[src/hw/rtl/assert_macros.svh]
// Assertion macros shared by the RTL of the frame parser.
// No dependencies; included by files that carry concurrent assertions.
`ifndef ASSERT_MACROS_SVH
`define ASSERT_MACROS_SVH

// Same-cycle implication, disabled while reset is low
`define SLFP_ASSERT_NOW(label, clk, rst_n, ante, cons) \
    label: assert property (@(posedge clk) disable iff (!rst_n) (ante) |-> (cons)) \
        else $error("assertion failed");

// Next-cycle implication, disabled while reset is low
`define SLFP_ASSERT_NXT(label, clk, rst_n, ante, cons) \
    label: assert property (@(posedge clk) disable iff (!rst_n) (ante) |=> (cons)) \
        else $error("assertion failed");

`endif

[src/hw/rtl/slfp_pkg.sv]
// Package for the sync/length frame parser: parse phases, function codes,
// register indexes and reset values. No dependencies.
package slfp_pkg;

    localparam int MAX_PAYLOAD_DEF = 8;
    localparam int BYTE_W          = 8;
    localparam int LEN_W           = 4;
    localparam int PAYLOAD_W       = 64;
    localparam int CFG_IDX_W       = 2;

    localparam logic [CFG_IDX_W-1:0] CFG_SYNC_FIRST   = 2'd0;
    localparam logic [CFG_IDX_W-1:0] CFG_SYNC_SECOND  = 2'd1;
    localparam logic [CFG_IDX_W-1:0] CFG_LENGTH_LIMIT = 2'd2;

    localparam logic [BYTE_W-1:0] SYNC_FIRST_RST   = 8'hAA;
    localparam logic [BYTE_W-1:0] SYNC_SECOND_RST  = 8'h55;
    localparam logic [LEN_W-1:0]  LENGTH_LIMIT_RST = 4'd9;

    localparam logic [BYTE_W-1:0] FN_01 = 8'h01;
    localparam logic [BYTE_W-1:0] FN_03 = 8'h03;
    localparam logic [BYTE_W-1:0] FN_05 = 8'h05;
    localparam logic [BYTE_W-1:0] FN_07 = 8'h07;
    localparam logic [BYTE_W-1:0] FN_11 = 8'h11;
    localparam logic [BYTE_W-1:0] FN_13 = 8'h13;

    typedef enum logic [2:0] {
        PH_SYNC1 = 3'd0,
        PH_SYNC2 = 3'd1,
        PH_FUNC  = 3'd2,
        PH_LEN   = 3'd3,
        PH_DATA  = 3'd4,
        PH_CHECK = 3'd5
    } t_phase;

    function automatic logic known_function(input logic [BYTE_W-1:0] f);
        return f == FN_01 || f == FN_03 || f == FN_05 || f == FN_07 ||
               f == FN_11 || f == FN_13;
    endfunction

endpackage

[src/hw/rtl/sync_length_frame_parser_top.sv]
// Sync/length framed packet parser with a check against the inverted 8-bit sum.
// Depends on slfp_pkg and assert_macros.svh.
//
// Usage:
//   Receive channel: one byte per transfer on i_rx_byte (i_rx_valid / o_rx_stall).
//   Result channel: one frame per transfer (o_res_valid / i_res_stall) carrying
//   function code, payload length, zero-padded payload and checksum flag.
//   Config: i_cfg_we writes i_cfg_data to register i_cfg_index
//   (0 first sync byte, 1 second sync byte, 2 length limit); write only when idle.
//   Throughput: one byte per cycle while o_rx_stall is low. The phase machine,
//   running sum and payload store all update in the cycle the byte is taken.
//   Result: the frame result is in the output register in the cycle after the
//   checksum byte transfer.
//   Stall: while a result waits under i_res_stall, bytes keep flowing; only a
//   checksum byte is held off (o_rx_stall high in the checksum phase).
//   Reset: i_rst_n low (synchronous) restores register defaults, empties the
//   output register and returns the parser to hunting for the first sync byte.
`include "assert_macros.svh"

module sync_length_frame_parser_top #(
    parameter int MAX_PAYLOAD = slfp_pkg::MAX_PAYLOAD_DEF
) (
    input  logic                               i_clk,
    input  logic                               i_rst_n,
    input  logic                               i_cfg_we,
    input  logic [slfp_pkg::CFG_IDX_W-1:0]     i_cfg_index,
    input  logic [slfp_pkg::BYTE_W-1:0]        i_cfg_data,
    input  logic                               i_rx_valid,
    output logic                               o_rx_stall,
    input  logic [slfp_pkg::BYTE_W-1:0]        i_rx_byte,
    output logic                               o_res_valid,
    input  logic                               i_res_stall,
    output logic [slfp_pkg::BYTE_W-1:0]        o_function_code,
    output logic [slfp_pkg::LEN_W-1:0]         o_payload_length,
    output logic [slfp_pkg::PAYLOAD_W-1:0]     o_payload_bytes,
    output logic                               o_checksum_ok
);

    localparam int STORE_W = slfp_pkg::BYTE_W * MAX_PAYLOAD;
    localparam logic [slfp_pkg::LEN_W-1:0] LIMIT_CAP = slfp_pkg::LEN_W'(MAX_PAYLOAD + 1);

    logic [slfp_pkg::BYTE_W-1:0] r_sync_first, r_sync_second;
    logic [slfp_pkg::LEN_W-1:0]  r_length_limit;

    slfp_pkg::t_phase            r_phase, n_phase;
    logic [slfp_pkg::BYTE_W-1:0] r_func, n_func;
    logic [slfp_pkg::LEN_W-1:0]  r_len, n_len;
    logic [slfp_pkg::LEN_W-1:0]  r_count, n_count;
    logic [slfp_pkg::BYTE_W-1:0] r_sum, n_sum;
    logic [STORE_W-1:0]          r_store, n_store;

    logic                          r_out_valid, n_out_valid;
    logic [slfp_pkg::BYTE_W-1:0]   r_out_func;
    logic [slfp_pkg::LEN_W-1:0]    r_out_len;
    logic [slfp_pkg::PAYLOAD_W-1:0] r_out_payload, n_padded;
    logic                          r_out_ok;

    logic                          rx_take, res_take, load;
    logic [slfp_pkg::LEN_W-1:0]    eff_limit;
    logic [slfp_pkg::BYTE_W-1:0]   b;

    assign b          = i_rx_byte;
    assign o_rx_stall = r_out_valid && i_res_stall && (r_phase == slfp_pkg::PH_CHECK);
    assign rx_take    = i_rx_valid && !o_rx_stall;
    assign res_take   = r_out_valid && !i_res_stall;
    assign load       = rx_take && (r_phase == slfp_pkg::PH_CHECK);
    assign eff_limit  = (r_length_limit > LIMIT_CAP) ? LIMIT_CAP : r_length_limit;

    always_ff @(posedge i_clk) begin
        if (!i_rst_n) begin
            r_sync_first   <= slfp_pkg::SYNC_FIRST_RST;
            r_sync_second  <= slfp_pkg::SYNC_SECOND_RST;
            r_length_limit <= slfp_pkg::LENGTH_LIMIT_RST;
        end else if (i_cfg_we) begin
            case (i_cfg_index)
                slfp_pkg::CFG_SYNC_FIRST:   r_sync_first   <= i_cfg_data;
                slfp_pkg::CFG_SYNC_SECOND:  r_sync_second  <= i_cfg_data;
                slfp_pkg::CFG_LENGTH_LIMIT: r_length_limit <= i_cfg_data[slfp_pkg::LEN_W-1:0];
                default: ;
            endcase
        end
    end

    always_ff @(posedge i_clk) begin
        if (!i_rst_n) begin
            r_phase     <= slfp_pkg::PH_SYNC1;
            r_func      <= '0;
            r_len       <= '0;
            r_count     <= '0;
            r_sum       <= '0;
            r_store     <= '0;
            r_out_valid <= 1'b0;
        end else begin
            r_phase     <= n_phase;
            r_func      <= n_func;
            r_len       <= n_len;
            r_count     <= n_count;
            r_sum       <= n_sum;
            r_store     <= n_store;
            r_out_valid <= n_out_valid;
        end
    end

    always_ff @(posedge i_clk) begin
        if (load) begin
            r_out_func    <= r_func;
            r_out_len     <= r_len;
            r_out_payload <= n_padded;
            r_out_ok      <= (~r_sum == b);
        end
    end

    always_comb begin
        n_padded                = '0;
        n_padded[STORE_W-1:0]   = r_store;
    end

    always_comb begin
        n_phase     = r_phase;
        n_func      = r_func;
        n_len       = r_len;
        n_count     = r_count;
        n_sum       = r_sum;
        n_store     = r_store;
        n_out_valid = load || (r_out_valid && !res_take);
        if (rx_take) begin
            case (r_phase)
                slfp_pkg::PH_SYNC1: begin
                    n_phase = (b == r_sync_first) ? slfp_pkg::PH_SYNC2 : slfp_pkg::PH_SYNC1;
                end
                slfp_pkg::PH_SYNC2: begin
                    n_phase = (b == r_sync_second) ? slfp_pkg::PH_FUNC : slfp_pkg::PH_SYNC1;
                end
                slfp_pkg::PH_FUNC: begin
                    if (slfp_pkg::known_function(b)) begin
                        n_func  = b;
                        n_sum   = b;
                        n_phase = slfp_pkg::PH_LEN;
                    end else begin
                        n_phase = slfp_pkg::PH_SYNC1;
                    end
                end
                slfp_pkg::PH_LEN: begin
                    if (b >= slfp_pkg::BYTE_W'(eff_limit)) begin
                        // rejected length byte may itself open a frame
                        n_phase = (b == r_sync_first) ? slfp_pkg::PH_SYNC2
                                                      : slfp_pkg::PH_SYNC1;
                    end else begin
                        n_len   = b[slfp_pkg::LEN_W-1:0];
                        n_sum   = r_sum + b;
                        n_count = '0;
                        n_phase = (b == '0) ? slfp_pkg::PH_CHECK : slfp_pkg::PH_DATA;
                    end
                end
                slfp_pkg::PH_DATA: begin
                    for (int i = 0; i < MAX_PAYLOAD; i++) begin
                        if (r_count == slfp_pkg::LEN_W'(i)) begin
                            n_store[slfp_pkg::BYTE_W*i +: slfp_pkg::BYTE_W] = b;
                        end
                    end
                    n_sum   = r_sum + b;
                    n_count = r_count + 1'b1;
                    if (n_count >= r_len) begin
                        n_phase = slfp_pkg::PH_CHECK;
                    end
                end
                slfp_pkg::PH_CHECK: begin
                    n_func  = '0;
                    n_len   = '0;
                    n_count = '0;
                    n_sum   = '0;
                    n_store = '0;
                    n_phase = slfp_pkg::PH_SYNC1;
                end
                default: begin
                    n_phase = slfp_pkg::PH_SYNC1;
                end
            endcase
        end
    end

    assign o_res_valid      = r_out_valid;
    assign o_function_code  = r_out_func;
    assign o_payload_length = r_out_len;
    assign o_payload_bytes  = r_out_payload;
    assign o_checksum_ok    = r_out_ok;

    // data phase always has bytes still to come
    `SLFP_ASSERT_NOW(a_data_pending, i_clk, i_rst_n,
        r_phase == slfp_pkg::PH_DATA, r_len != '0 && r_count < r_len)

    // checksum transfer loads a result and clears the frame state
    `SLFP_ASSERT_NXT(a_check_clears, i_clk, i_rst_n,
        rx_take && r_phase == slfp_pkg::PH_CHECK,
        r_out_valid && r_phase == slfp_pkg::PH_SYNC1 && r_sum == '0 && r_store == '0)

    // payload bytes beyond the reported length are zero
    `SLFP_ASSERT_NOW(a_pad_zero, i_clk, i_rst_n,
        o_res_valid, (o_payload_bytes >> (8 * o_payload_length)) == '0)

endmodule
[config.mk]
export PLATFORM = sky130hd
export DESIGN_NAME = sync_length_frame_parser_top
export DESIGN_NICKNAME = d
export VERILOG_FILES = /design/src/hw/rtl/slfp_pkg.sv /design/src/hw/rtl/sync_length_frame_parser_top.sv
export VERILOG_INCLUDE_DIRS = /design/src /design/src/hw/rtl
export SDC_FILE = /design/constraint.sdc
export NUM_CORES = 1
export LEC_CHECK = 0
export BUFFER_PORTS_ARGS = -buffer_cell sky130_fd_sc_hd__buf_2
export CAP_MARGIN = 20
export CORE_MARGIN = 4
export CORE_UTILIZATION = 25
export DETAILED_ROUTE_END_ITERATION = 8
export PLACE_DENSITY = 0.52
export SYNTH_ARGS = -nofsm -noshare
export SYNTH_HDL_FRONTEND = slang
export SYNTH_SLANG_ARGS = --single-unit
export TNS_END_PERCENT = 50
[constraint.sdc]
create_clock -name i_clk -period 3.45 [get_ports i_clk]
set_clock_uncertainty 0.15 [all_clocks]
set_input_delay 0.5175 -clock i_clk [delete_from_list [all_inputs] [get_ports i_clk]]
set_output_delay 0.5175 -clock i_clk [all_outputs]
set_load 0.1 [all_outputs]
==> results.py, run 1 <==
metrics = {
    "floorplanning": {
        "rows": 64,
        "core-area_um2": 30700,
        "dieArea_um2": 34300,
        "die_h_um": 185,
        "die_w_um": 185,
        "start_util": 0.255,
        "io_pins": 102,
    },
    "timing": {
        "hold_viol_final": 0,
        "tightest_slew_ps": 764,
        "fin_crit_sh": 0.823,
        "slew_violations": 0,
        "grt_setup_unrepaired": "false",
        "relSlewSlack": 0.491,
        "finalCriticalPeriod_ps": 2840,
        "setup_viol": 0,
        "timing.fmax_mhz": 352,
        "tns_ps": 0,
    },
    "final_layout": {
        "area_growth_pct": 19.0,
        "final_core_util": 0.303,
        "drive_gt1_frac": 0.216,
        "antenna_cells": 0,
        "fin_nets": 780,
    },
    "yosys": {
        "synth_top_area_share": 0.295,
        "ys_seq_area_frac": 0.581,
        "syn_area_um2": 7840,
        "synth_warnings": 0,
        "ys_ff_latch": 189,
        "synth_area_leaders": "edfxtp_1, dfxtp_1, mux2i_1",
        "synth-async-reset-ratio": 0,
        "synth_flop_cell": "dfxtp_1",
        "avgSynthCellArea_um2": 12.1,
        "synth_cell_types": 65,
        "syn_nets": 691,
        "synth-edff-count": 77,
        "synthCells": 648,
        "synth.largest_area_cell": "edfxtp_1",
    },
    "clocking": {
        "cts_tree": "built",
        "cts_sinks": 189,
        "clk_root_buffer_cell": "clkbuf_16",
        "cts-hold-fix-buffers": 0,
        "clk_pin_slew_worst_paths_ps": 70,
        "cts_buffer_depth": 2,
        "htreeDepth": 4,
        "clock_latency_ps": 430,
        "cts_setup_buffers": 0,
        "tritoncts.num_buffers": 17,
        "cts_resized": 0,
    },
    "drt": {
        "routedWlPerCell_um": 15.9,
        "drt_iter0_drc": 304,
        "wl_mm": 18.2,
        "num_vias": 4864,
        "drt_first_pass_iters": 6,
        "drtAntennaViolNets": 0,
        "route.detailed.drc": 0,
        "vias_per_cell": 4.24,
    },
    "critical_path": {
        "cp_cell_sequence": "inv_1, or2_1, buf_4, nor2_1, buf_2",
        "end_kind": "output port",
        "worst-path-buf-inv": 3,
        "cp_slowest_stage_delay_ps": 510,
        "worstPathMaxFanout": 13,
        "crit_family": "buffers and inverters",
        "slowest_stage": "dfxtp_1",
        "critical_path_class": "flip-flop to output port",
        "cp.required_ps": 2780,
        "startpoint_type": "flip-flop",
        "critPathArrivalTime_ps": 2170,
    },
    "global_route": {
        "antenna_found_initial": 0,
        "grt_pass1_vias": 4663,
        "grt_pass1_wl_mm": 28.1,
        "grt_max_degree": 43,
        "grtUsageTotal": 0.108,
        "overflow": 0,
    },
    "power_and_ir_drop": {
        "pwr-share-seq": 0.518,
        "p_sw_frac": 0.247,
        "p_leak_uw": 0.00356,
        "p_int_uw": 3370,
        "combPwrFrac": 0.039,
        "clkPwrFrac": 0.443,
        "powerDensity_nw_per_um2": 480,
        "switching_power_uw": 1110,
        "peakVddDrop_mv": 0.250,
    },
    "placed_design": {
        "place_congestion": 0.792,
        "portBuffers": 101,
        "dpl.hpwl_mm": 12.5,
    },
    "min_path": {
        "hold_path.class": "input port to flip-flop",
    },
    "job": {
        "maxCapViolCount": 0,
    },
    "outcome": {
        "status": "finished, final reports clean",
    },
}
## Yosys cell counts (all sizes together) (4+ instances only)
library cell  count
o22ai             4
nand2            46
xor2             12
o21ai            16
dfxtp           112
ha               19
or3               5
nor2             17
and2             17
edfxtp           77
mux2i            79
buf              17
a21o              4
a21boi            8
clkbuf           24
or2               4
nand3            16
xnor2            14
nor4              5
a21oi            16
inv              12
nor2b            78
## cell families after synthesis
logic type                 Yosys count  synth area share
AOI/OAI and AO/OA                   71            0.0645
xor gates and xnor gates            26            0.0290
adders and majority gates           20            0.0329
buffers and inverters               54            0.0335
DFF                                189             0.581
muxes                               80             0.102
and+or+nand+nor                    208             0.157
## per-stage QoR
stage	power [µW]	worst slack (ps)	hold WS (ps)	cells	area (µm²)
global route	4670	460	161	1146	9330
floorplan	2480	21.1	250	648	7850
CTS	4550	574	157	1146	9330
detailed placement	2550	632	258	1114	8720
global placement	2550	655	261	1114	8720
finish	4480	609	181	1146	9330
## per-layer routing
layer	track usage	vias to the layer above	share of wire
met5	0	-	0
met4	0.0285	0	0.010
met3	0.0287	13	0.052
met2	0.170	100	0.47
met1	0.147	2307	0.47
li1	-	2444	-
## sequential cells by signal (all words and copies together), names as in the netlist
register	cells
r_count	4
r_sync_first	8
r_length_limit	4
o_payload_bytes	64
o_function_code	8
r_func	8
r_phase	3
r_sync_second	8
o_payload_length	4
n_padded	64
o_res_valid	1
r_len	4
o_checksum_ok	1
r_sum	8
## power by group through the flow
| stage | clock, µW | combinational (µW) | sequential, µW |
|---|---|---|---|
| 5_1_grt | 2150 | 193 | 2320 |
| 4_1_cts | 2050 | 178 | 2320 |
| 2_1_floorplan | 0 | 115 | 2370 |
| 3_5_place_dp | 0 | 177 | 2370 |
| 6_report | 1990 | 175 | 2320 |
| 3_3_place_gp | 0 | 178 | 2370 |
## worst reg2reg max path, stage by stage, from the launching register on
cell and delay [ps]:
dfxtp_1 510, inv_1 170, or2_1 320, o21ai_2 350, or2_1 360, clkinvlp_4 190
buf_4 310
## final cells by class
class | count | area [µm²]
Clock buffer | 17 | 425
Multi-Input combinational cell | 405 | 3030
Sequential cell | 189 | 4550
Inverter | 12 | 48.8
Fill cell | 3189 | 21400
Clock inverter | 15 | 181
Tap cell | 396 | 495
Timing Repair Buffer | 112 | 601
## cell usage in the layout, fill, tap and decap left out, types with 3 or more instances in the layout
cell / instances
inv_6: 4
nand4_1: 3
inv_1: 10
a22oi_1: 3
nand2b_1: 3
nor2b_1: 78
nor3b_1: 3
dfxtp_1: 112
nand2_1: 45
buf_2: 101
nor2_1: 13
and2_1: 16
o21ai_0: 14
nor4_1: 4
or3_1: 4
xor2_1: 12
mux2i_1: 79
clkinv_8: 4
nand3_1: 16
o211a_1: 3
nor2_8: 4
a221oi_1: 3
xnor2_1: 14
or2_1: 3
o22ai_1: 4
ha_1: 19
buf_4: 10
a21o_1: 3
a21oi_1: 15
inv_8: 4
a21boi_0: 7
edfxtp_1: 77
clkbuf_16: 17
## final timing paths
path / from / end / slack [ps] / depth (start not counted)
worst max-delay path: r_phase[0] / o_rx_stall / 610 / 5
worst max register to register: r_phase[0] / o_payload_bytes[3] / 780 / 6
worst min-delay path: i_cfg_data[4] / r_sync_second[4] / 180 / 3
worst min register to register: n_padded[1] / o_payload_bytes[1] / 280 / 0
No activity file was read; power rests on OpenSTA's default activity.
==> run 2: changes to the inputs <==
clock period = 2.3 ns   (was 3.45 ns; I/O delays follow)
==> run 2 against run 1 <==
  * The run now ends with negative setup slack left
  * Register-to-register slack got worse by 830 ps
  * Combinational power rose by 76%
  * Global-route usage rose by 0.35 points
  * Count of clock-buffer cells in the layout did not move
  * Sequential power rose by 50%
  * Flip-flop and latch count did not move
  * Critical path depth rose by 5
  * Hold slack got worse by 160 ps
  * Via count rose by 3.5%
  * Wire length rose by 2.8%
  * Design area rose by 5.1%
  * Largest cell class unchanged
  * Highest routed layer unchanged
==> results.py, run 2 (synthesis results as in run 1) <==
metrics = {
    "drt": {
        "num_vias": 5035,
        "drtAntennaViolNets": 0,
        "drt_first_pass_iters": 5,
        "drt_iter0_drc": 252,
        "route.detailed.drc": 0,
        "wl_mm": 18.7,
        "routedWlPerCell_um": 15.8,
        "vias_per_cell": 4.23,
    },
    "final_layout": {
        "antenna_cells": 0,
        "layout_commonest_cell": "dfxtp_1",
        "fin_nets": 823,
        "final_area_um2": 9810,
        "drive_gt1_frac": 0.286,
        "layout_common_cells": "dfxtp_1, buf_2, mux2i_1",
        "area_growth_pct": 25.0,
    },
    "placed_design": {
        "portBuffers": 101,
        "dpl.hpwl_mm": 13.1,
        "place_congestion": 0.795,
        "post_dp_cell_area_um2": 9060,
    },
    "critical_path": {
        "reg2reg_depth": 10,
        "worstPathMaxFanout": 3,
        "startpoint_type": "flip-flop",
        "r2r_start": "r_length_limit[2]",
        "slowest_stage": "dfxtp_2",
        "cp_slowest_stage_delay_ps": 330,
        "cp.required_ps": 2460,
        "rr_endpoint": "r_sum[7]",
        "critical_path_class": "flip-flop to flip-flop",
        "critPathArrivalTime_ps": 2510,
        "reg2reg_slack_ps": -50,
        "cp_cell_sequence": "o21ai_2, nand2b_1, ha_1, nand2b_4, a211o_1, o211ai_4, nand2_4, a31o_1, and2_1, o31a_1",
        "end_kind": "flip-flop",
    },
    "global_route": {
        "overflow": 0,
        "grt_pass1_vias": 5028,
        "antenna_found_initial": 0,
        "grt_pass1_wl_mm": 29.1,
        "grt_max_degree": 48,
        "grtUsageTotal": 0.111,
    },
    "clocking": {
        "clock_latency_ps": 430,
        "cts_sinks": 189,
        "tritoncts.num_buffers": 17,
        "cts_buffer_depth": 2,
        "cts_tree": "built",
        "htreeDepth": 4,
        "cts_setup_buffers": 0,
        "clk_pin_slew_worst_paths_ps": 80,
        "clk_root_buffer_cell": "clkbuf_16",
    },
    "timing": {
        "timing.fmax_mhz": 426,
        "relSlewSlack": 0.586,
        "hold_viol_final": 0,
        "holdWs_ps": 24.4,
        "setup_viol": 1,
        "finalCriticalPeriod_ps": 2350,
        "fin_ws_ps": -45.4,
        "fin_crit_sh": 1.02,
        "slew_violations": 0,
        "grt_setup_unrepaired": "true",
        "tightest_slew_ps": 620,
    },
    "floorplanning": {
        "start_util": 0.255,
        "dieArea_um2": 34300,
        "die_h_um": 185,
        "die_w_um": 185,
        "rows": 64,
        "io_pins": 102,
        "core-area_um2": 30700,
    },
    "power_and_ir_drop": {
        "powerDensity_nw_per_um2": 684,
        "p_leak_uw": 0.00381,
        "peakVddDrop_mv": 0.374,
    },
    "min_path": {
        "hold_path.class": "input port to flip-flop",
        "hold_depth": 3,
        "whs_endpoint": "r_sync_first[3]",
        "hold_path_startpoint": "i_cfg_data[3]",
    },
    "job": {
        "maxCapViolCount": 0,
    },
    "outcome": {
        "status": "finished with violations",
        "failed_checks": "negative setup slack",
    },
}
-- run 2: layout make-up --
cell class / instances / area, µm²
Clock buffer: 17 / 425
Clock inverter: 15 / 155
Fill cell: 3156 / 20900
Inverter: 12 / 48.8
Multi-Input combinational cell: 406 / 3160
Sequential cell: 189 / 4560
Tap cell: 396 / 495
Timing Repair Buffer: 154 / 962
-- run 2: power breakdown --
group          leakage, µW  switching, µW  internal, µW
logic              0.00191            174           134
registers          0.00162           9.60          3470
clock network     0.000277           1380          1530
total              0.00381           1570          5140
-- run 2: routing by layer --
metal  track usage  vias to the layer above  share of wire
li1              -                     2529              -
met1         0.155                     2392           0.50
met2         0.174                      102           0.45
met3        0.0293                       12          0.046
met4        0.0258                        0         0.0081
met5             0                        -              0
-- run 2: per-stage QoR --
step / util / instances / total power, µW / setup TNS (ps) / worst slack (ps)
2_1_floorplan: - / 648 / 3730 / -67880 / -873
3_5_place_dp: 0.295 / 1153 / 3850 / -1150 / -239
3_3_place_gp: 0.295 / 1153 / 3850 / -929 / -201
6_report: 0.319 / 1189 / 6700 / -45.4 / -45.4
4_1_cts: 0.315 / 1188 / 6810 / -57.9 / -53.6
5_1_grt: 0.319 / 1189 / 6970 / -688 / -140
-- run 2: worst max-delay path by stage --
stage	startpoint	to	cells past startpoint
after floorplan	r_phase[1]	o_checksum_ok	10
after global placement	i_rx_byte[0]	r_sum[6]	9
after detailed placement	i_rx_byte[3]	r_sum[7]	9
after CTS	r_length_limit[2]	r_sum[7]	10
after global routing	r_length_limit[2]	r_sum[7]	10
final	r_length_limit[2]	r_sum[7]	10
-- run 2: repair_timing --
action / 4_1_cts / 5_1_grt
endpoints found under the hold margin: 4 / 0
cloned: 0 / 1
hold buffers: 3 / 0
pin swaps: 4 / 8
resized for setup: 9 / 24
setup endpoints to repair: 23 / 19
-- run 2: critical path, delay by kind of cell, from the launching register on --
family	cells	cell delay [ps]
flip-flops	1	330
AND/OR/NAND/NOR	4	450
adder cells (fa/ha/maj)	1	270
AO/OA/AOI/OAI	5	1040
==> run 3: changes to the inputs <==
BUFFER_PORTS_ARGS = -buffer_cell sky130_fd_sc_hd__buf_4   (was -buffer_cell sky130_fd_sc_hd__buf_2)
HOLD_SLACK_MARGIN = 0.05   (was default)
==> run 3 against run 2 <==
  * The flow still finishes with violations (negative setup slack)
  * Utilization increased by 1.1 points
  * Sequential power barely moved
  * Setup slack gained 13 ps
  * Flip-flop and latch count did not move
  * Die area is the same
  * Power is 0.45% lower
  * Sequential share of layout area is 1.6 points lower
  * Critical path type unchanged
==> results.py, run 3 (synthesis results as in run 1) <==
metrics = {
    "critical_path": {
        "cp_slowest_stage_delay_ps": 330,
        "startpoint_type": "flip-flop",
        "cp.required_ps": 2470,
        "slowest_stage": "dfxtp_2",
        "critPathArrivalTime_ps": 2510,
        "end_kind": "flip-flop",
        "critical_path_class": "flip-flop to flip-flop",
        "worstPathMaxFanout": 3,
        "reg2reg_slack_ps": -30,
        "cp_cell_sequence": "o21ai_2, nand2b_1, ha_1, nand2b_4, a211o_1, o211ai_4, nand2_2, a31o_1, and2_1, o31a_1",
    },
    "drt": {
        "vias_per_cell": 4.23,
        "drtAntennaViolNets": 0,
        "num_vias": 5060,
        "wl_mm": 19.0,
        "drt_iter0_drc": 283,
        "route.detailed.drc": 0,
        "drt_first_pass_iters": 4,
        "routedWlPerCell_um": 15.9,
    },
    "global_route": {
        "grt_pass1_vias": 4903,
        "overflow": 0,
        "grt_max_degree": 48,
        "antenna_found_initial": 0,
        "grt_pass1_wl_mm": 28.8,
        "grtUsageTotal": 0.110,
    },
    "final_layout": {
        "multi_input_area_um2": 3140,
        "fillers": 3161,
        "regArea_um2": 4560,
        "layout_common_cells": "buf_4, dfxtp_1, mux2i_1",
        "layout_commonest_cell": "buf_4",
        "fin_nets": 831,
        "drive_gt1_frac": 0.286,
        "antenna_cells": 0,
        "final_area_um2": 10100,
        "area_growth_pct": 29.3,
    },
    "floorplanning": {
        "die_h_um": 185,
        "die_w_um": 185,
        "start_util": 0.255,
        "dieArea_um2": 34300,
        "core-area_um2": 30700,
        "rows": 64,
        "io_pins": 102,
    },
    "clocking": {
        "clk_pin_slew_worst_paths_ps": 80,
        "htreeDepth": 4,
        "tritoncts.num_buffers": 17,
        "cts_sinks": 189,
        "cts_buffer_depth": 2,
        "clk_root_buffer_cell": "clkbuf_16",
        "cts_tree": "built",
        "clock_latency_ps": 430,
    },
    "min_path": {
        "hold_path.class": "input port to flip-flop",
    },
    "outcome": {
        "status": "finished with violations",
        "failed_checks": "negative setup slack",
    },
    "timing": {
        "tightest_slew_ps": 630,
        "slew_violations": 0,
        "holdWs_ps": 132,
        "grt_setup_unrepaired": "true",
        "finalCriticalPeriod_ps": 2330,
        "relSlewSlack": 0.580,
        "setup_viol": 1,
        "fin_crit_sh": 1.01,
        "fin_ws_ps": -32.3,
        "timing.fmax_mhz": 429,
        "tns_ps": -32.3,
        "hold_viol_final": 0,
    },
    "power_and_ir_drop": {
        "peakVddDrop_mv": 0.423,
        "clkPwrFrac": 0.430,
        "combPwrFrac": 0.048,
        "p_sw_frac": 0.240,
        "finalPower_uw": 6670,
        "powerDensity_nw_per_um2": 658,
        "p_int_uw": 5070,
        "pwr-share-seq": 0.521,
        "switching_power_uw": 1600,
        "p_leak_uw": 0.00393,
    },
    "placed_design": {
        "post_dp_cell_area_um2": 9320,
        "portBuffers": 101,
        "dpl.hpwl_mm": 13.1,
        "place_congestion": 0.781,
    },
    "job": {
        "maxCapViolCount": 0,
    },
}
-- run 3: power groups by stage --
stage | clock network (µW) | registers [µW] | logic, µW
final | 2870 | 3480 | 322
after global routing | 3100 | 3480 | 353
after CTS | 2980 | 3480 | 324
after detailed placement | 0 | 3560 | 310
after global placement | 0 | 3560 | 309
after floorplan | 0 | 3550 | 175
-- run 3: what timing repair did --
item                                    in CTS  in global routing
endpoints found under the hold margin       18                  0
endpoints found under the setup margin      12                 50
resized for setup                            6                 30
pin swaps                                    4                  9
hold buffers                                 8                  0
gates cloned                                 0                  0
setup buffers                                0                  4
-- run 3: final timing paths --
check / startpoint / to / cells past startpoint
max: r_length_limit[2] / r_sum[7] / 10
min: i_rst_n / r_length_limit[0] / 2
max reg2reg: r_length_limit[2] / r_sum[7] / 10
min reg2reg: r_func[6] / o_function_code[6] / 0
-- run 3: layer usage --
| metal | up-vias | routed length [µm] | GRT usage |
|---|---|---|---|
| met5 | - | 0 | 0 |
| met4 | 0 | 138 | 0.0238 |
| met3 | 13 | 810 | 0.0289 |
| met2 | 87 | 8980 | 0.177 |
| met1 | 2409 | 9080 | 0.150 |
| li1 | 2551 | - | - |
-- run 3: final cells by class --
cell class	count	share of cell area
clock inverter	15	0.0148
clock buffer	17	0.0420
sequential	189	0.450
tap	396	0.0489
inverter	12	0.00481
timing repair buffer	163	0.130
multi-input combinational	405	0.310
-- run 3: critical path: cells and delay by family (launching register included) --
family                   cells  cell delay, ps
AND/OR/NAND/NOR              4             460
AO/OA/AOI/OAI                5            1010
flip-flops                   1             330
adder cells (fa/ha/maj)      1             270
-- run 3: through the flow --
| stage | setup WS [ps] | util | instances |
|---|---|---|---|
| finish | -32.3 | 0.330 | 1197 |
| global route | -139 | 0.330 | 1197 |
| CTS | -33.1 | 0.325 | 1193 |
| detailed placement | -195 | 0.303 | 1153 |
| global placement | -180 | 0.303 | 1153 |
| floorplan | -873 | - | 648 |
